===== src/rtl/core/pohe_pkg.sv =====
package pohe_pkg;

    localparam int SampleBits  = 16;
    localparam int PhaseBits   = 16;
    localparam int CordicStages = 16;
    localparam int GuardBits   = 8;
    localparam int XyBits      = SampleBits + GuardBits + 3;
    localparam int CountBits   = 21;
    localparam logic [CountBits-1:0] CountLimit = 21'h100000;
    localparam logic [50:0] SqLimit = 51'h4000000000000;
    localparam logic [15:0] AmpReset = 16'd46341;
    localparam logic [31:0] CordicGain = 32'h9B74EDA8;

    localparam logic [1:0] CfgOffset    = 2'd0;
    localparam logic [1:0] CfgThreshold = 2'd1;
    localparam logic [1:0] CfgBitDepth  = 2'd2;

    typedef struct packed {
        logic signed [XyBits-1:0] x;
        logic signed [XyBits-1:0] y;
        logic [31:0]              z;
    } t_vec;

    typedef struct packed {
        t_vec        v;
        logic        valid;
        logic        last;
    } t_cell;

    function automatic logic [31:0] atan_turn(input int i);
        logic [31:0] t;
        case (i)
            0: t = 32'd536870912;  1: t = 32'd316933406;  2: t = 32'd167458907;
            3: t = 32'd85004756;   4: t = 32'd42667331;   5: t = 32'd21354465;
            6: t = 32'd10679838;   7: t = 32'd5340245;    8: t = 32'd2670163;
            9: t = 32'd1335087;    10: t = 32'd667544;    11: t = 32'd333772;
            12: t = 32'd166886;    13: t = 32'd83443;     14: t = 32'd41722;
            15: t = 32'd20861;     16: t = 32'd10430;     17: t = 32'd5215;
            18: t = 32'd2608;      19: t = 32'd1304;      20: t = 32'd652;
            21: t = 32'd326;       22: t = 32'd163;       23: t = 32'd81;
            default: t = 32'd0;
        endcase
        return t;
    endfunction

endpackage


===== src/rtl/core/pohe_cell.sv =====
module pohe_cell
    import pohe_pkg::*;
(
    input  logic       i_clk,
    input  logic       i_rst_n,
    input  logic       i_en,
    input  logic [4:0] i_stage,
    input  t_cell      i_cell,
    output t_cell      o_cell
);

    t_cell r_cell;
    t_cell n_cell;

    always_comb begin
        n_cell = i_cell;
        if (i_cell.v.y >= 0) begin
            n_cell.v.x = i_cell.v.x + (i_cell.v.y >>> i_stage);
            n_cell.v.y = i_cell.v.y - (i_cell.v.x >>> i_stage);
            n_cell.v.z = i_cell.v.z + atan_turn(int'(i_stage));
        end else begin
            n_cell.v.x = i_cell.v.x - (i_cell.v.y >>> i_stage);
            n_cell.v.y = i_cell.v.y + (i_cell.v.x >>> i_stage);
            n_cell.v.z = i_cell.v.z - atan_turn(int'(i_stage));
        end
    end

    always_ff @(posedge i_clk) begin
        if (!i_rst_n) begin
            r_cell.valid <= 1'b0;
        end else if (i_en) begin
            r_cell.valid <= i_cell.valid;
        end
        if (i_en) begin
            r_cell.v    <= n_cell.v;
            r_cell.last <= i_cell.last;
        end
    end

    assign o_cell = r_cell;

endmodule


===== config.mk =====
export PLATFORM = sky130hd
export DESIGN_NAME = pohe_cell
export DESIGN_NICKNAME = d
export VERILOG_FILES = /design/src/rtl/core/pohe_pkg.sv /design/src/rtl/core/pohe_cell.sv
export SDC_FILE = /design/constraint.sdc
export NUM_CORES = 1
export LEC_CHECK = 0
export ABC_CLOCK_PERIOD_IN_PS = 17250
export BUFFER_PORTS_ARGS = -buffer_cell sky130_fd_sc_hd__buf_2
export CAP_MARGIN = 20
export CORE_MARGIN = 10
export CORE_UTILIZATION = 40
export CTS_CLUSTER_SIZE = 40
export DETAILED_ROUTE_END_ITERATION = 16
export HOLD_SLACK_MARGIN = 0.05
export MAX_ROUTING_LAYER = met4
export PLACE_DENSITY_LB_ADDON = 0.2
export SYNTH_ARGS = -nofsm -noshare
export SYNTH_HDL_FRONTEND = slang
export SYNTH_SLANG_ARGS = --single-unit
export TNS_END_PERCENT = 1

===== constraint.sdc =====
create_clock -name i_clk -period 17.25 [get_ports i_clk]
set_clock_uncertainty 0.05 [all_clocks]
set_input_delay 1.725 -clock i_clk [delete_from_list [all_inputs] [get_ports i_clk]]
set_output_delay 1.725 -clock i_clk [all_outputs]
set_load 0.05 [all_outputs]

After elaboration in Yosys (flattened, before gate mapping)
Memory sizes are Yosys's and may differ from the RTL's.
Cells that the tools add are included.

word-level totals
  bits in registers = 88
  output and inout bits = 88
  input port bits = 96
  word-level logic and storage cells = 19
  bits in latches = 0
  memories = 2
  bits in writable memories = 0
  memory bits (read-only) = 1,920

memory list
  memory           depth  bits a word  rd ports  clocked after Yosys merged registers in  write ports  RTL line        RTL
  (no name shown)  32     30           1         0                                        0            pohe_pkg.sv:32  case (i)
  (no name shown)  32     30           1         0                                        0            pohe_pkg.sv:32

operators by class
  eq/ne operators = 0
  reductions and logical operators = 0
  add/subtract/negate cells = 6
  shift-type cells = 2
  div/mod/pow operators = 0
  $mul = 0
  bitwise operators = 0
  $lt $le $gt $ge = 1
  multiplexer cells = 3

operators with widths
  operator                                                                count
  86-bit two-way mux                                                      1
  32-bit two-way mux                                                      2
  27-bit adder                                                            2
  27-bit by 5-bit >>> shifter with 27-bit output                          2
  27-bit subtractor                                                       2
  32-bit adder                                                            1
  32-bit subtractor                                                       1
  27-bit by 1-bit >= comparator with 1-bit output, second input constant  1

Depth between registers and ports, before layout
  depth in word-level cells = 4
  mapped depth = 28
  depth with buffers taken out = 22

Worst setup path before layout
No wires, ideal clock.

  path type = input to register
  start point = input port i_stage[2]
  end point = register r_cell (netlist bit o_cell[87]) (data pin)
  data required time = 16.940 ns
  setup time = 0.260 ns
  path buffers = 5
  arrival time = 7.215 ns
  stages on the path = 25
  setup slack = 9.724 ns
  path through = buf_2 > buf_2 > buf_2 > buf_1 > clkbuf_1 > mux4_2 > mux4_2 > a21oi_1 > ha_1 > inv_1 > nor3_2 > nand3_1 > nand2b_1 > o21ai_1 > xnor2_1 > ha_1 > a2111oi_0 > o21ai_0 > nand2_1 > o21ai_0 > a221o_1 > a41o_1 > o41a_1 > a31oi_1 > xnor2_1

RTL lines
  item                RTL line         RTL
  start: declaration  pohe_cell.sv:7   input logic [4:0] i_stage,
  end: declaration    pohe_cell.sv:12  t_cell r_cell;

==> out/results.tsv <==
stage	metric	value	unit
status	status	finished clean	
logic_synthesis	Mean Syn Cell Area	8.75	sq um
route	DRT Wirelength	43.3	mm
route	remaining antenna violation count	0	
cells_and_area	fillers	3116	
worst_setup_path	crit path kind	in2reg	
pwr	P_leak	5.83	nW
route	TritonRoute pass-1 iters	6	
cells_and_area	Final #Nets	1783	
die	Initial Util	40.4	%
die	CORE AREA	31500	sq um
clock_tree	clock latency on the worst-skew pair	370	ps
logic_synthesis	Synth Instances	1454	
route	routed vias	12100	
worst_setup_path	critical path required time	17320	ps
global_routing	largest net degree at the start of global routing	79	
die	die extent in y	198	um
placed_design	Area after DPL	13900	sq um
logic_synthesis	yosys warns	0	
die	Die ar.	39300	sq um
sta	Slew Limit Fails	0	
sta	worst-margin pin slew	1150	ps
global_routing	first-pass GRT wire length	67.5	mm
worst_setup_path	WP data arrival	8330	ps
logic_synthesis	post-synthesis net count	1657	
global_routing	vias in the first global route	11900	
sta	Setup TNS Final	0	ps
placed_design	Placer Congestion	0.964	
pwr	Power Density	92.0	nW/um^2
worst_setup_path	startpoint types	input port	
sta	Final Cycle Share	47.9	%
clock_tree	clock root cell	clkbuf_16	
logic_synthesis	Netlist cell types	89	
logic_synthesis	Post-synth EDFFs	87	
route	DRC viols	0	
route	Avg Vias per Cell	6.06	
placed_design	number of port buffers	183	
worst_setup_path	worst-case reg-to-reg path depth	2	
die	die width	198	um
logic_synthesis	Post-synth ARST share	0	%
route	drt wl/cell	21.8	um
logic_synthesis	top_reg_cell synth	edfxtp_1	
clock_tree	CTS sink cnt	88	
global_routing	GRT Overall Usage	22.4	%
worst_setup_path	CP Capture Type	flop	
clock_tree	Post-CTS Setup Bufs	0	
route	Iter 0 DRT Violations	1254	
clock_tree	CTS tree	done	
cells_and_area	post-route cell area	14200	sq um
logic_synthesis	post-synthesis instance area	12700	sq um
clock_tree	CTS Buffer Depth	2	
sta	final setup violation count	0	
cells_and_area	ratio of cells with drive above 1 in the final layout	18.4	%
min_path	Hold Crit Depth	2	
global_routing	gr ovfl total	0	
global_routing	initial antenna violation count	1	
clock_tree	CTS Buf Count	9	
cells_and_area	area grow syn2layout	11.6	%
clock_tree	clk slew on worst S/H paths	70	ps
pwr	Worst VDD drop	0.0505	mV
sta	achievable clock frequency	0.121	GHz
die	# rows	65	
clock_tree	Hold Buf Count CTS	0	
sta	Final Hold Fails	0	
flow_run	Max Cap Viol	0	
logic_synthesis	Seq/Total Area, Yosys	20.7	%
sta	Rel. slew slack	22.8	%
worst_setup_path	crit path max fanout	51	
die	num ports	184	
sta	unrepaired setup endpoints after global routing	no	
clock_tree	htree depth	3	
clock_tree	cts repair resizes	0	
min_path	worst hold path class	reg2reg	
cells_and_area	number of flip-flops in the largest register	88	
sta	minimum clock period after layout	8260	ps
placed_design	post-detail-place hpwl	33.9	mm
logic_synthesis	#FFs+latches synth	88	
==> area by class of cell <==
type                       instances  area, sq um  area share, %
clock buffer                      14          264           1.86
sequential                        88         2630           18.5
antenna                            1         2.50         0.0176
clock inverter                     2         37.5          0.264
timing repair buffer             197         1030           7.24
tap                              402          503           3.54
multi-input combinational       1235         9550           67.2
inverter                          49          184           1.30
==> worst max-delay path, stage by stage <==
cell and delay, ps:
buf_4 420, buf_4 670, mux4_2 600, mux2_2 320, o21ai_1 140, o211ai_1 190, or4b_4 590, or4_4 540
or2_1 260, o31ai_1 240, xor2_1 180, ha_1 290, a21oi_1 180, nand3b_1 90, o211ai_1 320, a211oi_1 170
or3b_2 520, a31o_2 250, o41ai_1 300, xnor3_1 280
==> routing by layer <==
layer	track usage [%]	part of all wire (%)	vias to the layer above
met5	-	0	-
met4	7.77	3.0	0
met3	3.62	6.3	89
met2	36.4	47	451
met1	27.8	43	5729
li1	-	-	5782
==> kinds of logic (layout without fill, tap and decap cells) <==
family          count (synthesis)  in the layout  share of synthesized area [%]
fa+ha+maj                     107            107                           10.7
flops                          88             88                           20.7
mux                           132            132                           15.5
other cells                     0              1                              0
simple gates                  408            408                           16.0
compound gates                450            450                           23.1
xor+xnor                      138            138                           9.61
buf+inv                       131            262                           4.34
==> power by group <==
group,leakage (nW),switching (mW),internal [mW]
clock,0.143,0.0873,0.120
sequential,0.860,0.0121,0.313
combinational,4.83,0.517,0.257
==> path summary, 6_finish.rpt <==
path / from / to / slack, ps
hold / removal: o_cell[1] / o_cell[1] / 470
setup / recovery: i_stage[0] / o_cell[60] / 8990
hold reg to reg: o_cell[1] / o_cell[1] / 470
setup reg to reg: o_cell[1] / o_cell[1] / 16620
==> synth_stat cells, drive strengths merged, types with 22 or more instances <==
cell      n  area share [%]
buf      34             1.5
inv      47             1.4
nor3     29             1.3
nand2b   27             1.3
mux2i    58             4.7
edfxtp   87              21
a21o     31             1.8
nand2   127             3.7
nor2b    23             1.1
xnor2    83             5.7
mux4     49             8.7
mux2     25             2.2
nand3    22            0.87
ha      104              10
a211oi   22             1.3
nor2     96             2.8
clkbuf   48             1.4
o21ai   101             4.0
xor2     54             3.7
a21oi   119             4.7
==> layout by cell type, fill, tap and decap left out, types with 12 or more instances in the layout <==
master,count
buf_4,17
a22oi_1,13
mux2_2,13
inv_1,44
and3_1,19
a31oi_1,19
nand2_1,127
buf_2,180
o21ai_0,80
nor3_1,26
o21ai_1,21
a21o_1,31
edfxtp_1,87
ha_1,104
xor2_1,54
o21a_1,19
nor2_1,95
mux2i_1,57
xnor2_1,83
nor2b_1,23
o211ai_1,15
a21oi_1,119
nand3_1,22
mux2_1,12
mux4_2,49
nand2b_1,27
a211oi_1,22
==> stage by stage <==
| stage | power (mW) | utilization, % | setup slack (ps) | std cells | hold WS, ps |
|---|---|---|---|---|---|
| after floorplan | 0.921 | - | 9720 | 1454 | 693 |
| after global placement | 1.10 | 44.1 | 8720 | 1971 | 449 |
| after detailed placement | 1.10 | 44.1 | 8650 | 1971 | 460 |
| after CTS | 1.32 | 45.1 | 9030 | 1987 | 474 |
| after global routing | 1.40 | 45.1 | 8550 | 1988 | 515 |
| final | 1.31 | 45.1 | 8990 | 1988 | 469 |
(Power assumes the default switching activity.)
